**src/sv/vfd_pkg.sv**
```systemverilog
// Shared types and constants for the variable frame deframer.
`timescale 1ns / 1ps
`default_nettype none

package vfd_pkg;

  localparam int unsigned ByteW      = 8;
  localparam int unsigned BodyCntW   = 9;
  localparam int unsigned CmdBytes   = 4;
  localparam int unsigned AddrW      = 3;
  localparam int unsigned DataW      = 32;

  localparam logic [ByteW-1:0]    MARKER_RESET   = 8'h68;
  localparam logic [BodyCntW-1:0] BODY_EXTRA     = 9'd2;
  localparam logic                REG_START_MARKER = 1'b0;

  typedef enum logic [1:0] {
    PH_HUNT   = 2'd0,
    PH_HEADER = 2'd1,
    PH_BODY   = 2'd2
  } phase_t;

  // One entry of the front-to-back queue: either a whole released header
  // (four bytes, lowest byte first) or one body byte.
  typedef struct packed {
    logic                          hdr;
    logic                          last;
    logic [CmdBytes*ByteW-1:0]     bytes;
  } cmd_t;

endpackage

`default_nettype wire

```
**src/sv/vfd_front.sv**
```systemverilog
// Front end: hunts for the marker, collects the header, classifies bytes.
`timescale 1ns / 1ps
`default_nettype none

module vfd_front
  import vfd_pkg::*;
(
  input  wire logic             clk,
  input  wire logic             rst,
  input  wire logic             accept,
  input  wire logic [ByteW-1:0] in_byte,
  input  wire logic [ByteW-1:0] marker,
  output logic                  cmd_push,
  output cmd_t                  cmd
);

  phase_t                phase, phase_next;
  logic [1:0]            hcount, hcount_next;
  logic [BodyCntW-1:0]   bytes_left, bytes_left_next;
  logic [ByteW-1:0]      h0, h1, h2;
  logic                  is_marker;
  logic                  body_last;

  assign is_marker = (in_byte == marker);
  assign body_last = (bytes_left <= BodyCntW'(1));

  always_comb begin
    phase_next      = phase;
    hcount_next     = hcount;
    bytes_left_next = bytes_left;
    if (accept) begin
      unique case (phase)
        PH_HEADER: begin
          if (hcount != 2'd3) begin
            hcount_next = hcount + 2'd1;
          end else begin
            hcount_next = 2'd0;
            if (!is_marker) begin
              phase_next = PH_HUNT;
            end else begin
              phase_next      = PH_BODY;
              bytes_left_next = {1'b0, h1} + BODY_EXTRA;
            end
          end
        end
        PH_BODY: begin
          if (body_last) begin
            bytes_left_next = '0;
            phase_next      = PH_HUNT;
          end else begin
            bytes_left_next = bytes_left - BodyCntW'(1);
          end
        end
        default: begin
          if (is_marker) begin
            phase_next  = PH_HEADER;
            hcount_next = 2'd1;
          end else begin
            phase_next = PH_HUNT;
          end
        end
      endcase
    end
  end

  always_comb begin
    cmd_push  = 1'b0;
    cmd.hdr   = 1'b0;
    cmd.last  = 1'b0;
    cmd.bytes = {{(CmdBytes-1)*ByteW{1'b0}}, in_byte};
    unique case (phase)
      PH_HEADER: begin
        cmd_push  = accept && (hcount == 2'd3) && is_marker;
        cmd.hdr   = 1'b1;
        cmd.bytes = {in_byte, h2, h1, h0};
      end
      PH_BODY: begin
        cmd_push = accept;
        cmd.last = body_last;
      end
      default: begin
        cmd_push = 1'b0;
      end
    endcase
  end

  always_ff @(posedge clk) begin
    if (rst) begin
      phase      <= PH_HUNT;
      hcount     <= 2'd0;
      bytes_left <= '0;
    end else begin
      phase      <= phase_next;
      hcount     <= hcount_next;
      bytes_left <= bytes_left_next;
    end
  end

  // Header bytes need no reset: each is written before it is used.
  always_ff @(posedge clk) begin
    if (accept) begin
      if (phase == PH_HEADER && hcount != 2'd3) begin
        case (hcount)
          2'd0:    h0 <= in_byte;
          2'd1:    h1 <= in_byte;
          default: h2 <= in_byte;
        endcase
      end else if (phase != PH_HEADER && phase != PH_BODY && is_marker) begin
        h0 <= in_byte;
      end
    end
  end

  a_body_nonzero: assert property (@(posedge clk) disable iff (rst)
    phase == PH_BODY |-> bytes_left != '0)
    else $error("body phase with no bytes left");

  a_header_release: assert property (@(posedge clk) disable iff (rst)
    (cmd_push && cmd.hdr) |=> (phase == PH_BODY && hcount == 2'd0))
    else $error("header released without entering body");

endmodule

`default_nettype wire

```
**src/sv/vfd_cmd_fifo.sv**
```systemverilog
// Short queue of commands between the front end and the back end.
`timescale 1ns / 1ps
`default_nettype none

module vfd_cmd_fifo
  import vfd_pkg::*;
#(
  parameter int unsigned DEPTH = 4
) (
  input  wire logic clk,
  input  wire logic rst,
  input  wire logic wr,
  input  wire cmd_t wdata,
  output logic      full,
  input  wire logic rd,
  output cmd_t      rdata,
  output logic      avail
);

  localparam int unsigned PtrW = (DEPTH > 1) ? $clog2(DEPTH) : 1;
  localparam int unsigned CntW = $clog2(DEPTH + 1);
  localparam logic [PtrW-1:0] LastPtr = PtrW'(DEPTH - 1);

  cmd_t            entries [DEPTH];
  logic [PtrW-1:0] wptr, rptr;
  logic [CntW-1:0] count;
  logic            do_wr, do_rd;

  assign full  = (count == CntW'(DEPTH));
  assign avail = (count != '0);
  assign do_wr = wr && !full;
  assign do_rd = rd && avail;
  assign rdata = entries[rptr];

  always_ff @(posedge clk) begin
    if (rst) begin
      wptr  <= '0;
      rptr  <= '0;
      count <= '0;
    end else begin
      if (do_wr) begin
        wptr <= (wptr == LastPtr) ? '0 : wptr + PtrW'(1);
      end
      if (do_rd) begin
        rptr <= (rptr == LastPtr) ? '0 : rptr + PtrW'(1);
      end
      if (do_wr && !do_rd) begin
        count <= count + CntW'(1);
      end else if (do_rd && !do_wr) begin
        count <= count - CntW'(1);
      end
    end
  end

  always_ff @(posedge clk) begin
    if (do_wr) begin
      entries[wptr] <= wdata;
    end
  end

  a_no_overflow: assert property (@(posedge clk) disable iff (rst)
    !(wr && full))
    else $error("command written into a full queue");

endmodule

`default_nettype wire

```
**src/sv/vfd_back.sv**
```systemverilog
// Back end: expands queued commands into output words, one per pop.
`timescale 1ns / 1ps
`default_nettype none

module vfd_back
  import vfd_pkg::*;
(
  input  wire logic             clk,
  input  wire logic             rst,
  input  wire logic             cmd_avail,
  input  wire cmd_t             cmd,
  output logic                  cmd_pop,
  output logic                  empty,
  input  wire logic             pop,
  output logic [ByteW-1:0]      frame_byte,
  output logic                  frame_first,
  output logic                  frame_last
);

  cmd_t       cur;
  logic       cur_valid;
  logic [1:0] idx;
  logic       word_taken;
  logic       cmd_done;

  assign empty      = !cur_valid;
  assign word_taken = pop && cur_valid;
  assign cmd_done   = word_taken && (!cur.hdr || idx == 2'd3);
  assign cmd_pop    = cmd_avail && (!cur_valid || cmd_done);

  always_comb begin
    case (idx)
      2'd0:    frame_byte = cur.bytes[0*ByteW +: ByteW];
      2'd1:    frame_byte = cur.bytes[1*ByteW +: ByteW];
      2'd2:    frame_byte = cur.bytes[2*ByteW +: ByteW];
      default: frame_byte = cur.bytes[3*ByteW +: ByteW];
    endcase
  end

  assign frame_first = cur.hdr && (idx == 2'd0);
  assign frame_last  = !cur.hdr && cur.last;

  always_ff @(posedge clk) begin
    if (rst) begin
      cur_valid <= 1'b0;
      idx       <= 2'd0;
    end else if (cmd_pop) begin
      cur_valid <= 1'b1;
      idx       <= 2'd0;
    end else if (cmd_done) begin
      cur_valid <= 1'b0;
    end else if (word_taken) begin
      idx <= idx + 2'd1;
    end
  end

  always_ff @(posedge clk) begin
    if (cmd_pop) begin
      cur <= cmd;
    end
  end

  a_hold_stalled: assert property (@(posedge clk) disable iff (rst)
    (cur_valid && !pop) |=> (cur_valid && $stable(idx)))
    else $error("stalled word moved");

  a_first_not_last: assert property (@(posedge clk) disable iff (rst)
    !empty |-> !(frame_first && frame_last))
    else $error("word marked both first and last");

endmodule

`default_nettype wire

```
**src/sv/variable_frame_deframer.sv**
```systemverilog
// Top level of the variable frame deframer.
//
// Input channel: a byte is taken at a clock edge where push is high and full is
// low. Output channel: while empty is low the oldest waiting word (frame_byte,
// frame_first, frame_last) is on the ports and leaves at an edge with pop high.
// The APB port holds start_marker at byte address 0 (reset value 0x68).
//
// The front end hunts for the marker and collects the header; a byte that
// completes a valid four-byte header releases all four header words at once,
// and each later body byte releases one word, the last after L+6 frame bytes.
// Headers with a bad fourth byte are dropped without output.
// A taken byte is registered in the command queue and then in the back end's
// current command before it shows. One byte per cycle goes in while full is
// low, one word per cycle comes out while empty is low and pop is high; the
// four header words leave one per pop from a single queue entry (CMD_DEPTH
// entries). When pop stays low the queue fills and full rises. Synchronous
// reset returns to hunting, empties the queue and restores the marker register.
`timescale 1ns / 1ps
`default_nettype none

module variable_frame_deframer
  import vfd_pkg::*;
#(
  parameter int unsigned CMD_DEPTH = 5
) (
  input  wire logic             clk,
  input  wire logic             rst,
  input  wire logic             push,
  output logic                  full,
  input  wire logic [ByteW-1:0] data_byte,
  output logic                  empty,
  input  wire logic             pop,
  output logic [ByteW-1:0]      frame_byte,
  output logic                  frame_first,
  output logic                  frame_last,
  input  wire logic             psel,
  input  wire logic             penable,
  input  wire logic             pwrite,
  input  wire logic [AddrW-1:0] paddr,
  input  wire logic [DataW-1:0] pwdata,
  output logic [DataW-1:0]      prdata,
  output logic                  pready
);

  logic [ByteW-1:0] start_marker;
  logic             accept;
  logic             cmd_push;
  cmd_t             cmd_in;
  cmd_t             cmd_out;
  logic             cmd_full;
  logic             cmd_avail;
  logic             cmd_pop;
  logic             reg_sel;

  assign pready  = 1'b1;
  assign reg_sel = (paddr[2] == REG_START_MARKER);
  assign prdata  = reg_sel ? {{(DataW-ByteW){1'b0}}, start_marker} : '0;

  always_ff @(posedge clk) begin
    if (rst) begin
      start_marker <= MARKER_RESET;
    end else if (psel && penable && pwrite && pready && reg_sel) begin
      start_marker <= pwdata[ByteW-1:0];
    end
  end

  assign full   = cmd_full;
  assign accept = push && !cmd_full;

  vfd_front u_front (
    .clk      (clk),
    .rst      (rst),
    .accept   (accept),
    .in_byte  (data_byte),
    .marker   (start_marker),
    .cmd_push (cmd_push),
    .cmd      (cmd_in)
  );

  vfd_cmd_fifo #(
    .DEPTH (CMD_DEPTH)
  ) u_fifo (
    .clk   (clk),
    .rst   (rst),
    .wr    (cmd_push),
    .wdata (cmd_in),
    .full  (cmd_full),
    .rd    (cmd_pop),
    .rdata (cmd_out),
    .avail (cmd_avail)
  );

  vfd_back u_back (
    .clk         (clk),
    .rst         (rst),
    .cmd_avail   (cmd_avail),
    .cmd         (cmd_out),
    .cmd_pop     (cmd_pop),
    .empty       (empty),
    .pop         (pop),
    .frame_byte  (frame_byte),
    .frame_first (frame_first),
    .frame_last  (frame_last)
  );

endmodule

`default_nettype wire
```
**config.mk**
```make
export PLATFORM = sky130hd
export DESIGN_NAME = variable_frame_deframer
export DESIGN_NICKNAME = d
export VERILOG_FILES = /design/src/sv/vfd_pkg.sv /design/src/sv/vfd_front.sv /design/src/sv/vfd_cmd_fifo.sv /design/src/sv/vfd_back.sv /design/src/sv/variable_frame_deframer.sv
export SDC_FILE = /design/constraint.sdc
export NUM_CORES = 1
export LEC_CHECK = 0
export BUFFER_PORTS_ARGS = -buffer_cell sky130_fd_sc_hd__clkbuf_2
export CAP_MARGIN = 20
export CELL_PAD_IN_SITES_DETAIL_PLACEMENT = 1
export CELL_PAD_IN_SITES_GLOBAL_PLACEMENT = 1
export CORE_MARGIN = 2
export CORE_UTILIZATION = 47
export DETAILED_ROUTE_END_ITERATION = 8
export HOLD_SLACK_MARGIN = 0.12
export PLACE_DENSITY = 0.75
export SYNTH_ARGS = -nofsm -noshare
export SYNTH_HDL_FRONTEND = slang
export SYNTH_SLANG_ARGS = --single-unit
export TNS_END_PERCENT = 5
```
**constraint.sdc**
```tcl
create_clock -name clk -period 7.6 [get_ports clk]
set_clock_uncertainty 0.1 [all_clocks]
set_input_delay 0.38 -clock clk [delete_from_list [all_inputs] [get_ports clk]]
set_output_delay 0.38 -clock clk [all_outputs]
set_load 0.01 [all_outputs]
```
==> flow_summary.json <==
{
  "routed_wire_length_per_instance_um": 23.4,
  "timing.max_slew.rel_slack": 0.366,
  "worst_setup_hold_path_clk_slew_ns": 0.06,
  "layoutNonFillerInstCount": 1057,
  "clk_path_buf_depth": 3,
  "grt_antenna_before_repair": 0,
  "design.portCount": 95,
  "timing.fmax_mhz": 265,
  "hold_violations": 0,
  "setup-violations-final": 0,
  "detailroute.via_count": 6081,
  "overall_die_area_um2": 24500,
  "post_synth_instance_area_um2": 10900,
  "drt_first_pass_iters": 5,
  "max-vdd-ir-drop_v": 0.000170,
  "clock_latency_ns": 0.52,
  "synth_top_area_frac": 0.626,
  "synth_top_flop_cell": "edfxtp_1",
  "initial_core_util": 0.481,
  "detailed_place.area_um2": 11400,
  "postLayoutCellArea_um2": 12400,
  "clk_root_buffer_cell": "clkbuf_16",
  "rr_endpoint": "u_fifo.count[2]",
  "drt_drc_violations_left": 0,
  "synthesis.area_per_instance_um2": 15.9,
  "worstPathRequired_ns": 7.93,
  "pin_count_of_the_biggest_net_entering_global_routing": 46,
  "mostFrequentLayoutCell": "edfxtp_1",
  "place.gp.congestion": 0.768,
  "post-synth-top-area-cell": "edfxtp_1",
  "r2r_cells": 12,
  "synth-seq-area-share": 0.687,
  "min_period_ns": 3.78,
  "crit_path_end_kind": "flip-flop",
  "drtIter0Drc": 334,
  "via_per_inst": 5.75,
  "crit_path_start_kind": "flip-flop",
  "worst_ep_arrival_time_ns": 4.11,
  "die_width_um": 157,
  "clock-sinks": 261,
  "hold_start": "data_byte[5]",
  "max_capacitance_violation_count": 0,
  "worstHoldPathCells": 1,
  "critical_path.reg2reg.startpoint": "u_front.phase[0]",
  "tritoncts": "built",
  "antenna-diode-count": 0,
  "routed_wirelength_um": 24700,
  "dp.final_hpwl_um": 14500,
  "groute.usage.overall": 0.206,
  "grt_setup_unrepaired": "no",
  "final_cell_mix": "edfxtp_1 (228), mux2_2 (43), clkbuf_2 (43)",
  "drive_gt1_frac": 0.234,
  "grt_overflow_total": 0,
  "grt_first_pass_wirelength_um": 38100,
  "synth_enable_flop_cells": 228,
  "dp.cells": 996,
  "floorplan.die.height_um": 157,
  "power_density_nw_per_um2": 283,
  "syn_to_final_growth_pct": 13.0,
  "worstPathMaxFanout": 45,
  "core.rowCount": 55,
  "placement.io_buffers": 43,
  "antenna_left": 0,
  "power.leakage_uw": 0.00423,
  "async_reset_ff_frac": 0,
  "netlist-cell-type-count": 49,
  "grt_pass1_vias": 6627,
  "syn_inst": 686,
  "outcome": "finished clean",
  "ys_warn_count": 0,
  "fin_setup_tns_ns": 0,
  "worst-setup-path-type": "flip-flop to flip-flop",
  "synth.ff_latch_count": 261,
  "timing.hold.worst_endpoint": "u_front.h0[5]",
  "numCtsBuffers": 25,
  "postCtsSetupRepairBufs": 0,
  "hold_path.class": "input port to flip-flop",
  "worst-slew-pin-transition_ns": 0.946,
  "h-tree-depth": 1,
  "timing.reg2reg.setup_slack_ns": 3.82,
  "netlist_top_cells_area": "edfxtp_1 (63%), mux4_2 (7.0%), dfxtp_1 (6.0%), mux2_2 (4.4%), ha_1 (1.9%)",
  "standard_cell_core_area_um2": 22700,
  "layout.nets": 821,
  "slew_violations": 0,
  "timing.final.crit_share": 0.497
}
worst max-delay path: stages (launching register included):
cell and delay [ns]:
dfxtp_1 0.36, ha_1 0.15, buf_4 0.45, inv_1 0.17, o41ai_1 0.67, nand2_1 0.33, inv_1 0.14, ha_1 0.19
inv_1 0.07, fa_1 0.42, xor2_1 0.18, or3_1 0.31, a21oi_1 0.14
state kept, by name, indices dropped and copies added, names as in the netlist:
signal	flops
u_fifo.entries	170
u_back.cur	34
u_front.bytes_left	9
start_marker	8
u_front.h0	8
u_front.h1	8
u_front.h2	8
u_fifo.count	3
u_fifo.rptr	3
u_fifo.wptr	3
u_back.idx	2
u_front.hcount	2
u_front.phase	2
u_back.cur_valid	1
power breakdown:
part | total, µW | leakage (µW) | switching, µW | internal, µW
combinational | 518 | 0.00144 | 274 | 243
sequential | 1790 | 0.00239 | 80.9 | 1700
clock | 1190 | 0.000394 | 510 | 684
total | 3500 | 0.00423 | 865 | 2630
worst max-delay path by stage:
stage	endpoint	slack, ns	from
after detailed placement	u_fifo.count[2]	3.82	u_front.phase[1]
after floorplan	u_fifo.entries[4][0]	1.94	data_byte[6]
final	u_fifo.count[2]	3.82	u_front.phase[0]
after global placement	u_fifo.count[2]	4.00	u_front.phase[1]
after global routing	u_fifo.count[2]	3.46	u_front.phase[1]
after CTS	u_fifo.count[2]	3.79	u_front.phase[0]
final cells by class:
cell class              count  area (µm²)
flip-flops and latches    261        7510
clock inverters            15         129
clock buffers              31         658
repair buffers             71         463
well taps                 285         357
fillers                  2172       10400
multi-input cells         359        3110
inverters                  35         131
cell families (layout without fill, tap and decap cells):
logic type	Yosys count	after routing	share of synthesized area
buffers and inverters	89	152	0.0399
xor gates and xnor gates	16	16	0.0128
other	2	25	0.000687
DFF	261	261	0.687
adders and majority gates	18	18	0.0213
muxes	88	88	0.124
and+or+nand+nor	138	138	0.0676
AOI/OAI and AO/OA	74	74	0.0465
cell usage after synthesis (2+ instances only):
master	n
nor2_1	14
nor2b_1	10
a222oi_1	8
o22ai_1	2
nand3b_1	3
or4_1	2
xor2_1	7
a311oi_1	2
ha_1	17
o21ai_0	12
nand2_1	31
edfxtp_1	228
or3_1	4
mux2_2	43
dfxtp_1	33
buf_1	2
xnor2_1	9
inv_1	35
mux4_2	34
o21ba_2	2
o31ai_1	5
buf_4	26
nand3_1	19
buf_2	4
o41ai_1	3
nor4b_1	2
clkbuf_1	22
o211ai_1	2
nor3_1	9
o32ai_1	3
a21oi_1	28
and2_1	25
and4_1	2
nand4_1	3
conb_1	2
nor4_1	10
mux2i_1	11
what timing repair did:
item	in CTS	in global routing
endpoints found under the hold margin	29	0
hold buffers	15	0
resized for setup	0	0
endpoints found under the setup margin	0	0
layer usage:
metal,track usage,wire length [µm],vias up
li1,-,-,2710
met1,0.266,10300,3133
met2,0.353,12400,190
met3,0.0318,1250,48
met4,0.0782,851,0
met5,0,0,-
through the flow:
| stage | hold WS [ns] | utilization | setup slack [ns] | total power, µW |
|---|---|---|---|---|
| floorplan | 0.348 | - | 1.94 | 2160 |
| global route | 0.168 | 0.544 | 3.46 | 3630 |
| finish | 0.194 | 0.544 | 3.82 | 3500 |
| detailed placement | 0.375 | 0.503 | 3.82 | 2340 |
| global placement | 0.362 | 0.503 | 4.00 | 2300 |
| CTS | 0.168 | 0.544 | 3.79 | 3540 |
Power figures use the tool's default switching activity.
